==> config.mk <==
export PLATFORM = sky130hd
export DESIGN_NAME = sih_mix
export DESIGN_NICKNAME = d
export VERILOG_FILES = /design/src/rtl/signature_interning_hash_table_macros.svh /design/src/rtl/sih_pkg.sv /design/src/rtl/sih_mix.sv
export SDC_FILE = /design/constraint.sdc
export NUM_CORES = 2
export LEC_CHECK = 0
export ABC_AREA = 1
export BUFFER_PORTS_ARGS = -buffer_cell sky130_fd_sc_hd__buf_4
export CORE_ASPECT_RATIO = 0.75
export CORE_UTILIZATION = 31
export CTS_BUF_LIST = sky130_fd_sc_hd__clkbuf_8
export DETAILED_ROUTE_END_ITERATION = 7
export PLACE_DENSITY = 0.54
export SLEW_MARGIN = 20
export SYNTH_ARGS = -nofsm -noshare
export SYNTH_HDL_FRONTEND = slang
export SYNTH_SLANG_ARGS = --single-unit
==> constraint.sdc <==
create_clock -name clk_i -period 14.7 [get_ports clk_i]
set_input_delay 2.205 -clock clk_i [delete_from_list [all_inputs] [get_ports clk_i]]
set_output_delay 2.205 -clock clk_i [all_outputs]
set_load 0.03 [all_outputs]
==> src/rtl/signature_interning_hash_table_macros.svh <==
// Assertion macros for the signature interning hash table.
// Taken in by the RTL files that carry assertions; needs clk_i and rst_ni in scope.
`ifndef SIGNATURE_INTERNING_HASH_TABLE_MACROS_SVH
`define SIGNATURE_INTERNING_HASH_TABLE_MACROS_SVH

// Same-cycle implication, checked outside reset.
`define SIH_ASSERT_IMP(lbl, ante, cons, msg) \
  lbl: assert property (@(posedge clk_i) disable iff (!rst_ni) (ante) |-> (cons)) \
    else $error(msg);

// Next-cycle implication, checked outside reset.
`define SIH_ASSERT_NEXT(lbl, ante, cons, msg) \
  lbl: assert property (@(posedge clk_i) disable iff (!rst_ni) (ante) |=> (cons)) \
    else $error(msg);

`endif

==> src/rtl/sih_pkg.sv <==
// Shared constants and types for the signature interning hash table.
// No dependencies; used by sih_mix and signature_interning_hash_table.
package sih_pkg;

  // Width of the class number and class count result fields
  localparam int FIELD_W = 10;

  // splitmix64 finalizer multipliers and shifts
  localparam logic [63:0] MIX_MUL_A = 64'hbf58476d1ce4e5b9;
  localparam logic [63:0] MIX_MUL_B = 64'h94d049bb133111eb;
  localparam int MIX_SHIFT_1 = 30;
  localparam int MIX_SHIFT_2 = 27;
  localparam int MIX_SHIFT_3 = 31;

  // Load limit is LOAD_NUM / LOAD_DEN of the slots
  localparam int LOAD_NUM = 3;
  localparam int LOAD_DEN = 5;

  // Top-level control states
  typedef enum logic [4:0] {
    ST_CLEAR = 5'b00001,
    ST_IDLE  = 5'b00010,
    ST_HASH  = 5'b00100,
    ST_READ  = 5'b01000,
    ST_CMP   = 5'b10000
  } sih_state_e;

endpackage

==> src/rtl/sih_mix.sv <==
// splitmix64 finalizer on one shared 32x32 multiplier; a new key is taken only when not busy.
// Depends on sih_pkg for the mixing constants.
module sih_mix (
  input  logic        clk_i,
  input  logic        rst_ni,
  input  logic        start_i,
  input  logic [63:0] key_i,
  output logic        done_o,
  output logic [63:0] hash_o
);

  logic        busy_q;
  logic        round_q;
  logic [1:0]  step_q;
  logic        done_q;
  logic [63:0] h_q;
  logic [63:0] acc_q;
  logic [63:0] prod_q;
  logic [63:0] hash_q;

  logic [63:0] mul_c;
  logic [31:0] op_a;
  logic [31:0] op_b;
  logic [63:0] prod_d;
  logic [63:0] sum_w;

  // Low 64 bits of h * C as lo*lo + (lo*hi + hi*lo) << 32, one product per step
  assign mul_c  = round_q ? sih_pkg::MIX_MUL_B : sih_pkg::MIX_MUL_A;
  assign op_a   = (step_q == 2'd2) ? h_q[63:32] : h_q[31:0];
  assign op_b   = (step_q == 2'd1) ? mul_c[63:32] : mul_c[31:0];
  assign prod_d = 64'(op_a) * 64'(op_b);
  assign sum_w  = acc_q + {prod_q[31:0], 32'd0};

  // Sequencer
  always_ff @(posedge clk_i or negedge rst_ni) begin
    if (!rst_ni) begin
      busy_q  <= 1'b0;
      round_q <= 1'b0;
      step_q  <= 2'd0;
      done_q  <= 1'b0;
    end else begin
      done_q <= 1'b0;
      if (start_i && !busy_q) begin
        busy_q  <= 1'b1;
        round_q <= 1'b0;
        step_q  <= 2'd0;
      end else if (busy_q) begin
        step_q <= step_q + 2'd1;
        if (step_q == 2'd3) begin
          if (round_q) begin
            busy_q <= 1'b0;
            done_q <= 1'b1;
          end else begin
            round_q <= 1'b1;
          end
        end
      end
    end
  end

  // Datapath: product register, accumulator, xor-shifts before, between and after the rounds
  always_ff @(posedge clk_i) begin
    prod_q <= prod_d;
    if (start_i && !busy_q) begin
      h_q <= key_i ^ (key_i >> sih_pkg::MIX_SHIFT_1);
    end else if (busy_q) begin
      case (step_q)
        2'd1: acc_q <= prod_q;
        2'd2: acc_q <= sum_w;
        2'd3: begin
          if (!round_q) begin
            h_q <= sum_w ^ (sum_w >> sih_pkg::MIX_SHIFT_2);
          end else begin
            hash_q <= sum_w ^ (sum_w >> sih_pkg::MIX_SHIFT_3);
          end
        end
        default: ;
      endcase
    end
  end

  assign done_o = done_q;
  assign hash_o = hash_q;

endmodule
# --- Word-level counts from Yosys, hierarchy flattened ---
# Index checks and enable logic that the tools add are counted.
totals:
  input_bits: 67
  out_inout_bits: 65
  register_bits: 261
  wordCells: 49
classes:
  n_mux: 21
  eq_ne: 4
  n_bitwise: 4
  reduce_logical: 9
  addsub: 2
  multipliers: 1
ops:
  columns: ["op", "n"]
  rows:
  - ["64-bit two-way mux", 4]
  - ["64-bit one-hot mux with 2 select lines", 1]
  - ["64-bit adder", 1]
  - ["32-bit by 32-bit multiplier with 64-bit output", 1]
  - ["32-bit two-way mux", 2]
  - ["64-bit by 33-bit XOR with 64-bit output", 1]
  - ["64-bit by 34-bit XOR with 64-bit output", 1]
  - ["64-bit by 37-bit XOR with 64-bit output", 1]
  - ["62-bit two-way mux", 1]
  - ["1-bit two-way mux", 11]
  - ["3-bit AND reduction", 2]
  - ["2-bit nonzero test", 3]
  - ["2-bit equality test (second input constant)", 2]
  - ["2-bit two-way mux", 2]
  - ["4-bit AND reduction", 1]
  - ["2-bit by 1-bit adder with 2-bit output (second input constant)", 1]
  - ["2-bit by 1-bit equality test with 1-bit output (second input constant)", 1]
  - ["2-bit by 1-bit inequality test with 1-bit output (second input constant)", 1]
  - ["2-bit AND reduction", 1]
  - ["1-bit logical AND", 1]
  - ["1-bit logical NOT", 1]
  - ["1-bit NOT", 1]

# --- Logic depth before layout (Yosys ltp) ---
depth:
  word_depth: 6
  depth_mapped: 39

# --- Worst setup path after synthesis ---
# OpenSTA, ideal clock, no wires.
synth_timing:
  path_type: "register -> register"
  start: "register step_q[0]"
  end: "register prod_q[41]"
  setup_time_ps: 72
  t_arrival_ps: 7373
  t_required_ps: 14628
  setup_slack_ps: 7255
  path_stages_with_launch: 32
  path_cell_list: "dfrtp_1 inv_1 ha_1 buf_4 buf_2 o21ai_1 inv_2 nor2_1 inv_1 fa_1 inv_1 fa_1 inv_1 fa_1 fa_1 inv_1 fa_1 fa_1 fa_1 inv_1 fa_1 inv_1 ha_1 nand2_1 nor2_1 inv_1 nor2_1 inv_1 o21ai_0 inv_1 nand2_1 xor2_1"
synth_between:
  elab_chain_cells: 3
  word_cells_on_any_way: 5
  classes_between: "mul (1); eq/ne (2); mux (2)"
synth_lines:
  columns: ["item", "line", "source"]
  rows:
  - ["start, declared", "sih_mix.sv:14", "logic [1:0] step_q;"]
  - ["start signal, assigned", "sih_mix.sv:48", "step_q <= step_q + 2'd1;"]
  - ["2-bit equality test / 2-bit by 1-bit equality test with 1-bit output (equally long branches)", "sih_mix.sv:29, sih_mix.sv:30", null]
  - ["32-bit two-way mux, on equally long branches", "sih_mix.sv:29, sih_mix.sv:30", null]
  - ["32-bit by 32-bit multiplier with 64-bit output *", "sih_mix.sv:31", "assign prod_d = 64'(op_a) * 64'(op_b);"]
  - ["via prod_d[41]", "sih_mix.sv:24", "logic [63:0] prod_d;"]
  - ["end signal, assigned", "sih_mix.sv:63", "prod_q <= prod_d;"]
  - ["end, declared", "sih_mix.sv:18", "logic [63:0] prod_q;"]
# Mark *: on every way through the listed nets, which the timed path passes. The rest lies on a longest branch.
# A chain may end at the register's enable or synchronous reset.

# --- Worst setup path in the final report ---
layout_timing:
  start: "register step_q[1]"
  end: "register prod_q[59]"
# Same word-level chain as after synthesis.

==> results.md <==
* Run status: complete, no violations
* Slowest cell on crit path: fa_1
* Worst EP required at 15190 ps
* WL/cell at 23.9 um
* FMAX at 97.8 MHz
* IO Count at 132
* Final worst path period share at 0.696
* Post-CTS sizing at 0
* Critical path endpoint category: flop
* Die width at 431 um
* Rel. slew slack at 0.235
* Tmin final at 10220 ps
* Core Area at 0.136 mm^2
* Via density per instance at 4.77
* Commonest non-fill, non-tap cell in the layout: inv_1
* CTS tree: yes
* Syn Nets at 6223
* Seq/Total Area, Yosys at 0.167
* Synthesized area at 0.0429 mm^2
* Commonest non-fill, non-tap cells in the layout: 1333 x inv_1, 843 x nand2_1, 784 x fa_1
* Number of max-cap violations at 0
* Endpoints failing setup at 0
* Worst-path clk slew at 70 ps
* Ys flop type: edfxtp_1
* Buffer depth of the longest clock path at 3
* Congestion Overflow GR at 0
* H-Tree Level Count at 2
* Fraction of layout cells with a size suffix above 1 at 0.0625
* Flop2flop setup slack at 4480 ps
* Num rows at 117
* Hold WS at 510 ps
* Syn Area/Cell at 8.63 um^2
* Initial antenna violation count at 11
* Arrival time at the worst endpoint at 10710 ps
* Number of global-route vias before repair at 33500
* Netlist cell types at 42
* Gpl congestion at 1.03
* # clock sinks at 261
* Worst path most repeated cell: inv_1
* CP startpoint kind: flop
* Worst path max stage delay at 560 ps
* Ys async rst share at 0.0192
* Hold Path Class: reg2reg
* RSZ-0062 raised after global routing: false
* Ys Warns at 0
* Num CTS Buffers at 38
* Worst Setup Path Type: reg2reg
* Starting density of the core at 0.314
* Port bufs at 131
* Initial drt markers at 3431
* First-pass GRT wire length at 238 mm
* Drt pass-1 iters at 7
* Crit-path max FO at 29
* Root buffer cell: clkbuf_8
* Die ar. at 0.140 mm^2
* Measured slew at the worst slew-check pin at 1140 ps
* Dpl hpwl at 145 mm
* Routed wire length at 166 mm
* Hold Violations, Final at 0
* Setup Fix Bufs, Post-CTS at 0
* Die height at 324 um
* Final setup TNS at 0 ps
* Detail Route Antenna Nets at 0
* Final Net Count at 6333
* Final Skew at 48.8 ps
* Total Routing Usage GR at 0.240
* Vias at 33200
* Post-synth EDFFs at 192
* CTS Hold Bufs at 0
* Detailed-route DRC error count at 0
* Post-Synthesis Cells at 4968
* Synth Register Bits at 261
* Max Transition Viols Final at 0
* Area growth syn-to-layout at 9.36%
* Clock Latency Late Sink at 610 ps
* Largest net degree at the start of global routing at 62
-- worst max-delay path: cells and delay by family, from the launching register on --
family / cells / cell delay, ps
flip-flops: 1 / 440
buffers and inverters: 11 / 2120
AO/OA/AOI/OAI: 1 / 180
adder cells (fa/ha/maj): 10 / 4410
XOR/XNOR: 1 / 170
AND/OR/NAND/NOR: 14 / 2650
-- kinds of logic after synthesis --
group                      share of synthesized area
AOI/OAI and AO/OA                             0.0425
xor gates and xnor gates                      0.0301
DFF                                            0.167
buffers and inverters                          0.129
adders and majority gates                      0.484
and+or+nand+nor                                0.147
-- cells in the mapped netlist, types with 2 or more instances --
| master | count | area share |
|---|---|---|
| nand2_1 | 843 | 0.074 |
| o21ai_2 | 12 | 0.0025 |
| clkinv_1 | 5 | 0.00044 |
| buf_4 | 6 | 0.0011 |
| o21ai_0 | 144 | 0.017 |
| a21oi_1 | 112 | 0.013 |
| fa_1 | 784 | 0.37 |
| a21boi_0 | 4 | 0.00070 |
| inv_1 | 1326 | 0.12 |
| nor3_1 | 13 | 0.0015 |
| xor2_2 | 4 | 0.0015 |
| buf_1 | 12 | 0.0011 |
| xnor2_1 | 37 | 0.0076 |
| buf_2 | 27 | 0.0032 |
| edfxtp_1 | 192 | 0.13 |
| nand3b_1 | 6 | 0.0011 |
| o21ai_1 | 15 | 0.0018 |
| dfrtp_1 | 5 | 0.0029 |
| nand3_1 | 142 | 0.017 |
| clkbuf_1 | 65 | 0.0057 |
| or2_2 | 28 | 0.0041 |
| dfxtp_1 | 64 | 0.030 |
| xor2_1 | 103 | 0.021 |
| nand4_1 | 10 | 0.0015 |
| a31oi_1 | 11 | 0.0016 |
| o21a_1 | 2 | 0.00035 |
| nor2_1 | 525 | 0.046 |
| nand2_2 | 7 | 0.0010 |
| nor4_1 | 3 | 0.00044 |
| o21bai_1 | 19 | 0.0033 |
| inv_2 | 17 | 0.0015 |
| ha_1 | 404 | 0.12 |
| a21o_1 | 12 | 0.0021 |
-- cell type report --
| type | instances | area [um^2] |
|---|---|---|
| fillers | 14500 | 89500 |
| multi-input cells | 3248 | 30200 |
| flip-flops and latches | 261 | 7170 |
| inverters | 1348 | 5060 |
| well taps | 1844 | 2310 |
| repair buffers | 181 | 1360 |
| clock buffers | 48 | 661 |
| clock inverters | 21 | 100 |
| diodes | 1 | 2.50 |
-- metrics by stage --
step	utilization	area, um^2	std cells	setup WS [ps]
after global placement	0.338	46100	6882	4170
after CTS	0.344	46900	6951	4730
after global routing	0.344	46900	6951	4170
after floorplan	-	42900	4968	7260
after detailed placement	0.338	46100	6882	4780
final	0.344	46900	6952	4480
-- metal layers --
metal  routed length [um]  global-route usage  up-vias
li1                     -                   -    14900
met1                78000               0.367    16600
met5                   73                   0        -
met3                23100               0.101      148
met2                62100               0.311     1555
met4                 2550              0.0351       12
-- state kept, by name, indices dropped and copies added (netlist names) --
register,flops
h_q,64
done_o,1
prod_q,64
round_q,1
acc_q,64
busy_q,1
hash_o,64
step_q,2
-- worst paths after layout --
kind / startpoint / to / cells past startpoint
setup / recovery: step_q[1] / prod_q[59] / 37
hold / removal: prod_q[54] / acc_q[54] / 2
setup reg to reg: step_q[1] / prod_q[59] / 37
hold reg to reg: prod_q[54] / acc_q[54] / 2
max in group asynchronous: rst_ni / round_q / 1
min in group asynchronous: rst_ni / step_q[1] / 1
Power is left out: the tool's default activity adds up to more than one toggle a clock period on the data nets, which glitch-free logic cannot reach.
